[src/hw/rtl/iep_ram.sv]
// Generic single-write, single-read synchronous RAM with a registered read.
// Stand-alone; used for the heap store and the slot position store.
`default_nettype none

module iep_ram #(
   parameter int WIDTH = 8,
   parameter int DEPTH = 16
) (
   input  logic                     clock,
   input  logic                     we,
   input  logic [$clog2(DEPTH)-1:0] waddr,
   input  logic [WIDTH-1:0]         wdata,
   input  logic [$clog2(DEPTH)-1:0] raddr,
   output logic [WIDTH-1:0]         rdata
);
   logic [WIDTH-1:0] mem [DEPTH];
   logic [WIDTH-1:0] rdata_ff;

   always_ff @(posedge clock) begin
      if (we) begin
         mem[waddr] <= wdata;
      end
      rdata_ff <= mem[raddr];
   end

   assign rdata = rdata_ff;
endmodule

`default_nettype wire

[config.mk]
export PLATFORM = sky130hd
export DESIGN_NAME = iep_ram
export DESIGN_NICKNAME = d
export VERILOG_FILES = /design/src/hw/rtl/iep_ram.sv
export SDC_FILE = /design/constraint.sdc
export NUM_CORES = 1
export LEC_CHECK = 0
export CAP_MARGIN = 20
export CORE_UTILIZATION = 25
export CTS_BUF_LIST = sky130_fd_sc_hd__clkbuf_8
export CTS_CLUSTER_DIAMETER = 80
export DETAILED_ROUTE_END_ITERATION = 16
export DONT_BUFFER_PORTS = 1
export GPL_ROUTABILITY_DRIVEN = 0
export SYNTH_ARGS = -nofsm -noshare
export SYNTH_HDL_FRONTEND = slang
export SYNTH_SLANG_ARGS = --single-unit
[constraint.sdc]
create_clock -name clock -period 3.6 [get_ports clock]
set_clock_uncertainty 0.2 [all_clocks]
set_input_delay 0.54 -clock clock [delete_from_list [all_inputs] [get_ports clock]]
set_output_delay 0.54 -clock clock [all_outputs]
set_load 0.05 [all_outputs]
After elaboration in Yosys (flattened, before gate mapping)
Memories as Yosys holds them, arrays and structs flattened. A register that Yosys moved wholly into a read port is not among the register bits. Cells that the tools add are included.

Muxes and demuxes: 2.

Operator list (number): 2-to-1 mux 1 bit (2).

Bits in registers: 0. Memory bits (writable): 128. Memories kept: 1. Output and inout port bits: 8.

Memories: mem (words 16, width 8, rd ports 1, clocked after memory_dff 1, wr ports 1, line 16) `logic [WIDTH-1:0] mem [DEPTH];`.

Depth between registers and ports, before layout
Gate-level depths: netlist of run 1.

Depth in word-level cells: 2. Mapped depth: 5. Gate-level depth less buffers: 3.

Worst setup path before layout of run 1
No wires, ideal clock.

Path type: input -> register. From: input waddr[2]. To: memory mem[0][0], enable pin. Stages on the path: 2. Arrival time: 1.650 ns. Path buffers: 0. Path slack: 1.367 ns. Cells stage by stage: or3b_2 nor3_1.

RTL lines: from (decl) (line 11) `input logic [$clog2(DEPTH)-1:0] waddr,`; to (decl) (line 16).

Straight into the memory's write port.

Final worst setup path of run 1
From: register rdata_ff[1], in the netlist rdata[1] (read register of mem). To: output rdata[1].

RTL lines: from (decl) (line 17) `logic [WIDTH-1:0] rdata_ff;`; to (decl) (line 14) `output logic [WIDTH-1:0] rdata`.

No word-level cell between the ends.

==> key figures, run 1 <==
Floorplan
  – Starting Density: 25.4%
  – Die ar.: 21,200 um2
  – Core area: 20,200 um2
  – Chip width: 145 um
  – Rows: 52
  – # IOs: 26
  – Die Ht: 145 um

Power
  – P per Cell Area: 529 nW/um2
  – Leakage: 1.83 nW
  – Worst vdd ir: 254 uV

Synth
  – Cell Area, Synth: 5150 um2
  – Mapped Cells: 229
  – Syn_area_per_cell: 22.5 um2
  – Post-Synth Adder-Cell Area: 0%
  – Yosys reg bits: 136
  – Compound-Gate Fraction of Synth Area: 2.33%
  – Largest family of logic cells by synthesized area: multiplexers
  – Warnings from Yosys: 0
  – Post-synthesis mux area share: 15.0%
  – XOR/XNOR share of the synthesized area: 0%
  – Simple-Gate Fraction of Synth Area: 3.18%
  – Count of distinct cell types in the synthesized netlist: 19
  – Sequential-to-total area share from yosys stat: 77.8%
  – Synth Net Count: 247

Worst hold path
  – Hold_sp: raddr[1]
  – Hold endpoint: rdata[1]$_DFF_P_
  – Hold Path Cell Cnt: 3
  – Hold Crit Class: input pin to register

Timing
  – Tmin final: 1.81 ns
  – Final setup vio count: 0
  – RSZ-0062 raised after global routing: no
  – Fin crit share: 50.4%
  – Max_slew headroom: 41.0%
  – Slew @ Worst Pin: 0.881 ns
  – Hold Vio Cnt, Final: 0
  – Final number of max-transition violations: 0
  – Setup tns final: 0 ns
  – FMAX: 551 MHz

Routing
  – Post-Route WL: 10,700 um
  – WL/cell: 20.1 um
  – Initial DRC Count: 291
  – DRT antenna net count: 0
  – Drt pass-1 iters: 4
  – Vias per inst: 4.46
  – Via count: 2,376
  – Residual DRC count: 0

Finish
  – # diodes: 0
  – Multi-input logic area: 1060 um2
  – Synthesis-to-finish area growth: 14.1%
  – NumNets Final: 268
  – FILL cells: 1,958
  – Cell Count, Final, Fillers Out: 533
  – Storage element area: 4000 um2
  – Layout cell share with drive strength beyond 1: 20.9%

Global route
  – Total track usage: 10.8%
  – Pin count of the biggest net entering global routing: 33
  – Met1 Usage GRT: 15.2%
  – Initial antenna violation count: 0
  – Gr ovfl total: 0
  – Number of global-route vias before repair: 2,467
  – Met3 GRT Util: 3.42%
  – First-pass GRT wire length: 16,200 um
  – GRT Max-Usage Layer: met2
  – M2 GR Usage: 15.9%

Setup path
  – Setup crit start: rdata[1]$_DFF_P_
  – Worst-path maximum fanout: 1
  – Critical path type: register to output pin
  – Startpoint Class: register
  – Worst R2R Path Depth: 3
  – R2r setup slk: 1.80 ns
  – Reg2reg end: rdata[3]$_DFF_P_
  – WP data arrival: 1.07 ns
  – Critical Path RT: 2.86 ns
  – Worst reg2reg path startpoint: mem[1][3]$_DFFE_PP_
  – CP Capture Type: output pin

Placed design
  – Port-buffer cells: 0
  – Dpl cells: 493
  – Post-detail-place hpwl: 6860 um

Clocking
  – Bufs on Longest Clock Path: 2
  – H-tree levels: 4
  – Setup bufs post-CTS: 0
  – CTS tree: yes
  – Worst-path clk slew: 0.08 ns
  – Post-CTS resize count: 0
  – Clock root buffer: clkbuf_8
  – TritonCTS Buffers: 17
  – Worst skew pair latency: 0.44 ns
  – Cts-stage hold buffer count: 8
  – CTS sink cnt: 136

Run status
  – Status: finished clean

Job
  – Max Cap Viol: 0
-- sequential cells by signal, indices dropped and copies added (netlist names) --
signal	flops
rdata	8
mem	128
-- logic make-up after synthesis --
kind of cell,Yosys count
AO/OA/AOI/OAI,16
buffers and inverters,10
flip-flops,136
multiplexers,32
AND/OR/NAND/NOR,35
-- per-stage QoR --
step	total power, mW	utilization, %	instance area [um2]	hold WS (ns)	setup slack, ns
floorplan	1.94	-	5150	0.429	1.37
global placement	1.95	26.8	5430	0.440	1.45
detailed placement	1.95	26.8	5430	0.440	1.43
CTS	3.13	29.0	5870	0.179	1.75
global route	3.22	29.0	5870	0.216	1.74
finish	3.11	29.0	5870	0.232	1.79
-- final cells by class --
type	instances	share of cell area, %
sequential	136	68.2
clock inverter	15	2.24
multi-input combinational	83	18.0
timing repair buffer	12	1.87
clock buffer	17	3.98
tap	270	5.75
-- power breakdown --
group	switching [mW]	internal, mW
Clock	0.657	0.502
Combinational	0.0726	0.0567
Sequential	0.0491	1.77
-- cell usage in the layout (no fill, tap or decap) --
| master | n |
|---|---|
| clkinv_4 | 1 |
| inv_6 | 3 |
| and2_1 | 1 |
| nand3_1 | 1 |
| edfxtp_1 | 128 |
| a22oi_1 | 16 |
| or3b_2 | 1 |
| clkbuf_8 | 17 |
| nor2b_1 | 1 |
| dfxtp_1 | 8 |
| clkinv_2 | 2 |
| nor3_1 | 4 |
| clkinvlp_4 | 4 |
| mux4_1 | 14 |
| nor2_1 | 13 |
| nand2b_1 | 2 |
| buf_4 | 4 |
| and2b_1 | 1 |
| mux4_2 | 18 |
| inv_8 | 5 |
| dlygate4sd3_1 | 8 |
| nand2_1 | 9 |
| nand3b_1 | 2 |
-- how the worst max path moves through the flow --
| stage | end | slack (ns) | depth (start not counted) |
|---|---|---|---|
| floorplan | mem[0][0]$_DFFE_PP_ | 1.37 | 2 |
| global placement | mem[3][3]$_DFFE_PP_ | 1.45 | 2 |
| detailed placement | mem[2][4]$_DFFE_PP_ | 1.43 | 2 |
| CTS | rdata[1] | 1.75 | 0 |
| global route | rdata[1] | 1.74 | 0 |
| finish | rdata[1] | 1.79 | 0 |
-- synthesized netlist by cell type, drive strengths merged --
| cell type | number | share of area (%) |
|---|---|---|
| or3b | 1 | 0.17 |
| nand3b | 2 | 0.29 |
| and2 | 1 | 0.12 |
| nand2 | 9 | 0.66 |
| mux4 | 32 | 15 |
| nand3 | 1 | 0.097 |
| clkdlybuf4s25 | 3 | 0.58 |
| nor3 | 4 | 0.39 |
| dfxtp | 8 | 3.1 |
| nor2b | 1 | 0.12 |
| buf | 7 | 1.1 |
| nor2 | 13 | 0.95 |
| a22oi | 16 | 2.3 |
| edfxtp | 128 | 75 |
| nand2b | 2 | 0.24 |
| and2b | 1 | 0.15 |
-- per-layer routing --
metal | share of wire [%] | up-vias
met1 | 45 | 1247
li1 | - | 1019
met2 | 46 | 104
met5 | 0 | -
met4 | 0.69 | 0
met3 | 7.9 | 6
(Power assumes the default switching activity.)
==> run 2: changes to the inputs <==
Settings changed: ABC_AREA set to 1.
Clock period 3.6 ns to 1.6 ns, I/O delays scaled along.
==> key figures, run 2 <==
Synth
  – Most numerous cell in the Yosys netlist: nand2_1
  – Post-synthesis mux area share: 0% (-15 points)
  – Post-Synth Adder-Cell Area: 0% (unchanged)
  – Yosys top cell by area: edfxtp_1
  – Warnings from Yosys: 0 (unchanged)
  – Mapped Cells: 551 (+140%)
  – Top cells by area, synth: edfxtp_1 (67%), nand2_1 (11%), nand3_1 (8.4%), inv_1 (6.5%), dfxtp_1 (2.8%)
  – Synth top cells by count: nand2_1 (173), edfxtp_1 (128), inv_1 (100)
  – XOR/XNOR share of the synthesized area: 0% (unchanged)
  – Yosys reg bits: 136 (unchanged)
  – Cell Area, Synth: 5770 um2 (+12%)
  – Ys async rst share: 0% (unchanged)
  – Synth Flop Type: edfxtp_1
  – Compound-Gate Fraction of Synth Area: 0% (-2.3 points)
  – Syn_area_per_cell: 10.5 um2 (-53%)
  – Largest family of logic cells by synthesized area: simple AND/OR/NAND/NOR gates
  – Post-synth EDFFs: 128 (unchanged)
  – Simple-Gate Fraction of Synth Area: 21.0% (+18 points)
  – Sequential-to-total area share from yosys stat: 69.4% (-8.4 points)
  – Synth Net Count: 569 (+130%)
  – Count of distinct cell types in the synthesized netlist: 12 (-7)
  – Top-area cell type share of the netlist area: 66.7% (-8.0 points)

Clocking
  – H-tree levels: 4 (unchanged)
  – Worst-path clk slew: 0.07 ns (about the same)
  – CTS tree: yes
  – Worst skew pair latency: 0.43 ns (about the same)
  – CTS sink cnt: 136 (unchanged)
  – Setup bufs post-CTS: 0 (unchanged)
  – TritonCTS Buffers: 17 (unchanged)
  – Bufs on Longest Clock Path: 2 (unchanged)
  – Clock root buffer: clkbuf_8

Placed design
  – Pre-CTS setup slack: 0.186 ns (-1.24 ns)
  – Post-detail-place hpwl: 8070 um (+18%)
  – Dpl cells: 841 (+71%)
  – Port-buffer cells: 0 (unchanged)
  – Placed cell area: 6210 um2 (+14%)

Routing
  – Vias per inst: 4.18 (-6.2%)
  – WL/cell: 15.3 um (-24%)
  – Initial DRC Count: 263 (-9.6%)
  – Post-Route WL: 13,600 um (+27%)
  – Residual DRC count: 0 (unchanged)
  – Via count: 3,717 (+56%)
  – Drt pass-1 iters: 5 (+1)
  – DRT antenna net count: 0 (unchanged)

Power
  – Total Power: 7.54 mW (+140%)
  – Switch share: 22.9% (-2.2 points)
  – Clock power frac: 39.2% (+1.9 points)
  – Leakage: 2.87 nW (+57%)
  – Comb power frac: 7.2% (+3.0 points)
  – Pint: 5.82 mW (+150%)
  – Sw Pwr: 1.72 mW (+120%)
  – Seq pwr share: 53.6% (-4.9 points)
  – Worst vdd ir: 681 uV (+170%)
  – P per Cell Area: 1110 nW/um2 (+110%)

Timing
  – FMAX: 650 MHz
  – Fin crit share: 96.2%
  – Final setup vio count: 0 (unchanged)
  – Hold Vio Cnt, Final: 0 (unchanged)
  – Worst Slack Setup Final: 0.0608 ns (-1.73 ns)
  – Slew @ Worst Pin: 0.808 ns (-0.0732 ns)
  – Setup tns final: 0 ns (unchanged)
  – RSZ-0062 raised after global routing: no
  – WHS: 0.0193 ns (-0.212 ns)
  – Tmin final: 1.54 ns
  – Max_slew headroom: 46.0% (+4.9 points)
  – Final number of max-transition violations: 0 (unchanged)

Setup path
  – Setup crit start: rdata[6]$_DFF_P_
  – Critical path type: register to output pin
  – Worst-path maximum fanout: 1 (unchanged)
  – Critical Path Stages: 0 (unchanged)
  – Critical Path RT: 1.16 ns (-1.70 ns)
  – WP data arrival: 1.10 ns (+0.03 ns)
  – Worst R2R Path Depth: 6 (+3)
  – Reg2reg end: rdata[6]$_DFF_P_
  – Startpoint Class: register
  – Worst setup endpoint: rdata[6]
  – Worst reg2reg path startpoint: mem[1][6]$_DFFE_PP_
  – CP Capture Type: output pin
  – R2r setup slk: 0.39 ns (-1.41 ns)

Finish
  – Most flops, register: mem
  – Cell Count, Final, Fillers Out: 889 (+67%)
  – # diodes: 0 (unchanged)
  – Commonest non-fill, non-tap cell in the layout: nand2_1
  – Final core utilization: 30.1% (+1.1 points)
  – Max FFs per register: 128 (unchanged)
  – Commonest non-fill, non-tap cells in the layout: nand2_1 (173), edfxtp_1 (128), inv_1 (101), nand3_1 (97), buf_4 (26)
  – NumNets Final: 609 (+130%)
  – Cell area after layout: 6820 um2 (+16%)
  – Synthesis-to-finish area growth: 18.2%
  – Layout cell share with drive strength beyond 1: 10.8% (-10 points)

Global route
  – GRT Max-Usage Layer: met2
  – First-pass GRT wire length: 20,700 um (+28%)
  – Gr ovfl total: 0 (unchanged)
  – Total track usage: 12.0% (+1.2 points)
  – Met3 GRT Util: 2.99% (-0.43 points)
  – Initial antenna violation count: 0 (unchanged)
  – Pin count of the biggest net entering global routing: 40 (+21%)
  – Number of global-route vias before repair: 3,542 (+44%)
  – Met1 Usage GRT: 16.6% (+1.5 points)
  – M2 GR Usage: 18.1% (+2.2 points)

Floorplan
  – Die Ht: 154 um (+5.8%)
  – Chip width: 154 um (+5.8%)
  – Rows: 55 (+5.8%)
  – Starting Density: 25.5% (+0.032 points)
  – # IOs: 26 (unchanged)
  – Core area: 22,600 um2 (+12%)
  – Die ar.: 23,700 um2 (+12%)

Worst hold path
  – Hold Crit Class: input pin to register

Job
  – Max Cap Viol: 0 (unchanged)

Run status
  – Status: finished clean
[run 2: cell count changes after synthesis, moves of 10 or more]
cell	delta
a22oi_1	-16
buf_2	+10
inv_1	+100
mux4_1	-14
mux4_2	-18
nand2_1	+164
nand3_1	+96
[run 2: layer usage]
layer / up-vias / wire length (um)
li1: 1851 / -
met1: 1729 / 6170
met2: 120 / 6230
met3: 17 / 938
met4: 0 / 238
met5: - / 0
[run 2: power groups by stage]
stage	Combinational, mW	Sequential, mW	Clock, mW
3_3_place_gp	0.411	4.12	0
2_1_floorplan	0.281	4.16	0
4_1_cts	0.551	4.04	3.00
6_report	0.545	4.04	2.95
3_5_place_dp	0.413	4.12	0
5_1_grt	0.598	4.05	3.14
[run 2: cells by family after synthesis]
group	count (synthesis)
buffers and inverters	126
AND/OR/NAND/NOR	289
flip-flops	136
[run 2: final cells by class]
type / instances / area [um2]
inverter: 102 / 383
clock inverter: 12 / 150
sequential: 136 / 4010
tap: 285 / 357
clock buffer: 20 / 275
fill: 2283 / 15800
timing repair buffer: 45 / 435
multi-input combinational: 289 / 1210
[run 2: worst min path at each step]
| stage | slack (ns) | depth (start not counted) | start | end |
|---|---|---|---|---|
| finish | 0.02 | 5 | raddr[0] | rdata[6]$_DFF_P_ |
| floorplan | 0.14 | 0 | wdata[0] | mem[0][0]$_DFFE_PP_ |
| global placement | 0.14 | 0 | wdata[0] | mem[11][0]$_DFFE_PP_ |
| detailed placement | 0.14 | 0 | wdata[0] | mem[10][0]$_DFFE_PP_ |
| global route | 0.02 | 5 | raddr[0] | rdata[6]$_DFF_P_ |
| CTS | 0.0004 | 5 | raddr[0] | rdata[3]$_DFF_P_ |
[run 2: timing repair]
item                       4_1_cts  5_1_grt
hold endpoints to repair       138        0
setup endpoints to repair        1        0
hold buffers                    16        0
gates resized for setup          1        0
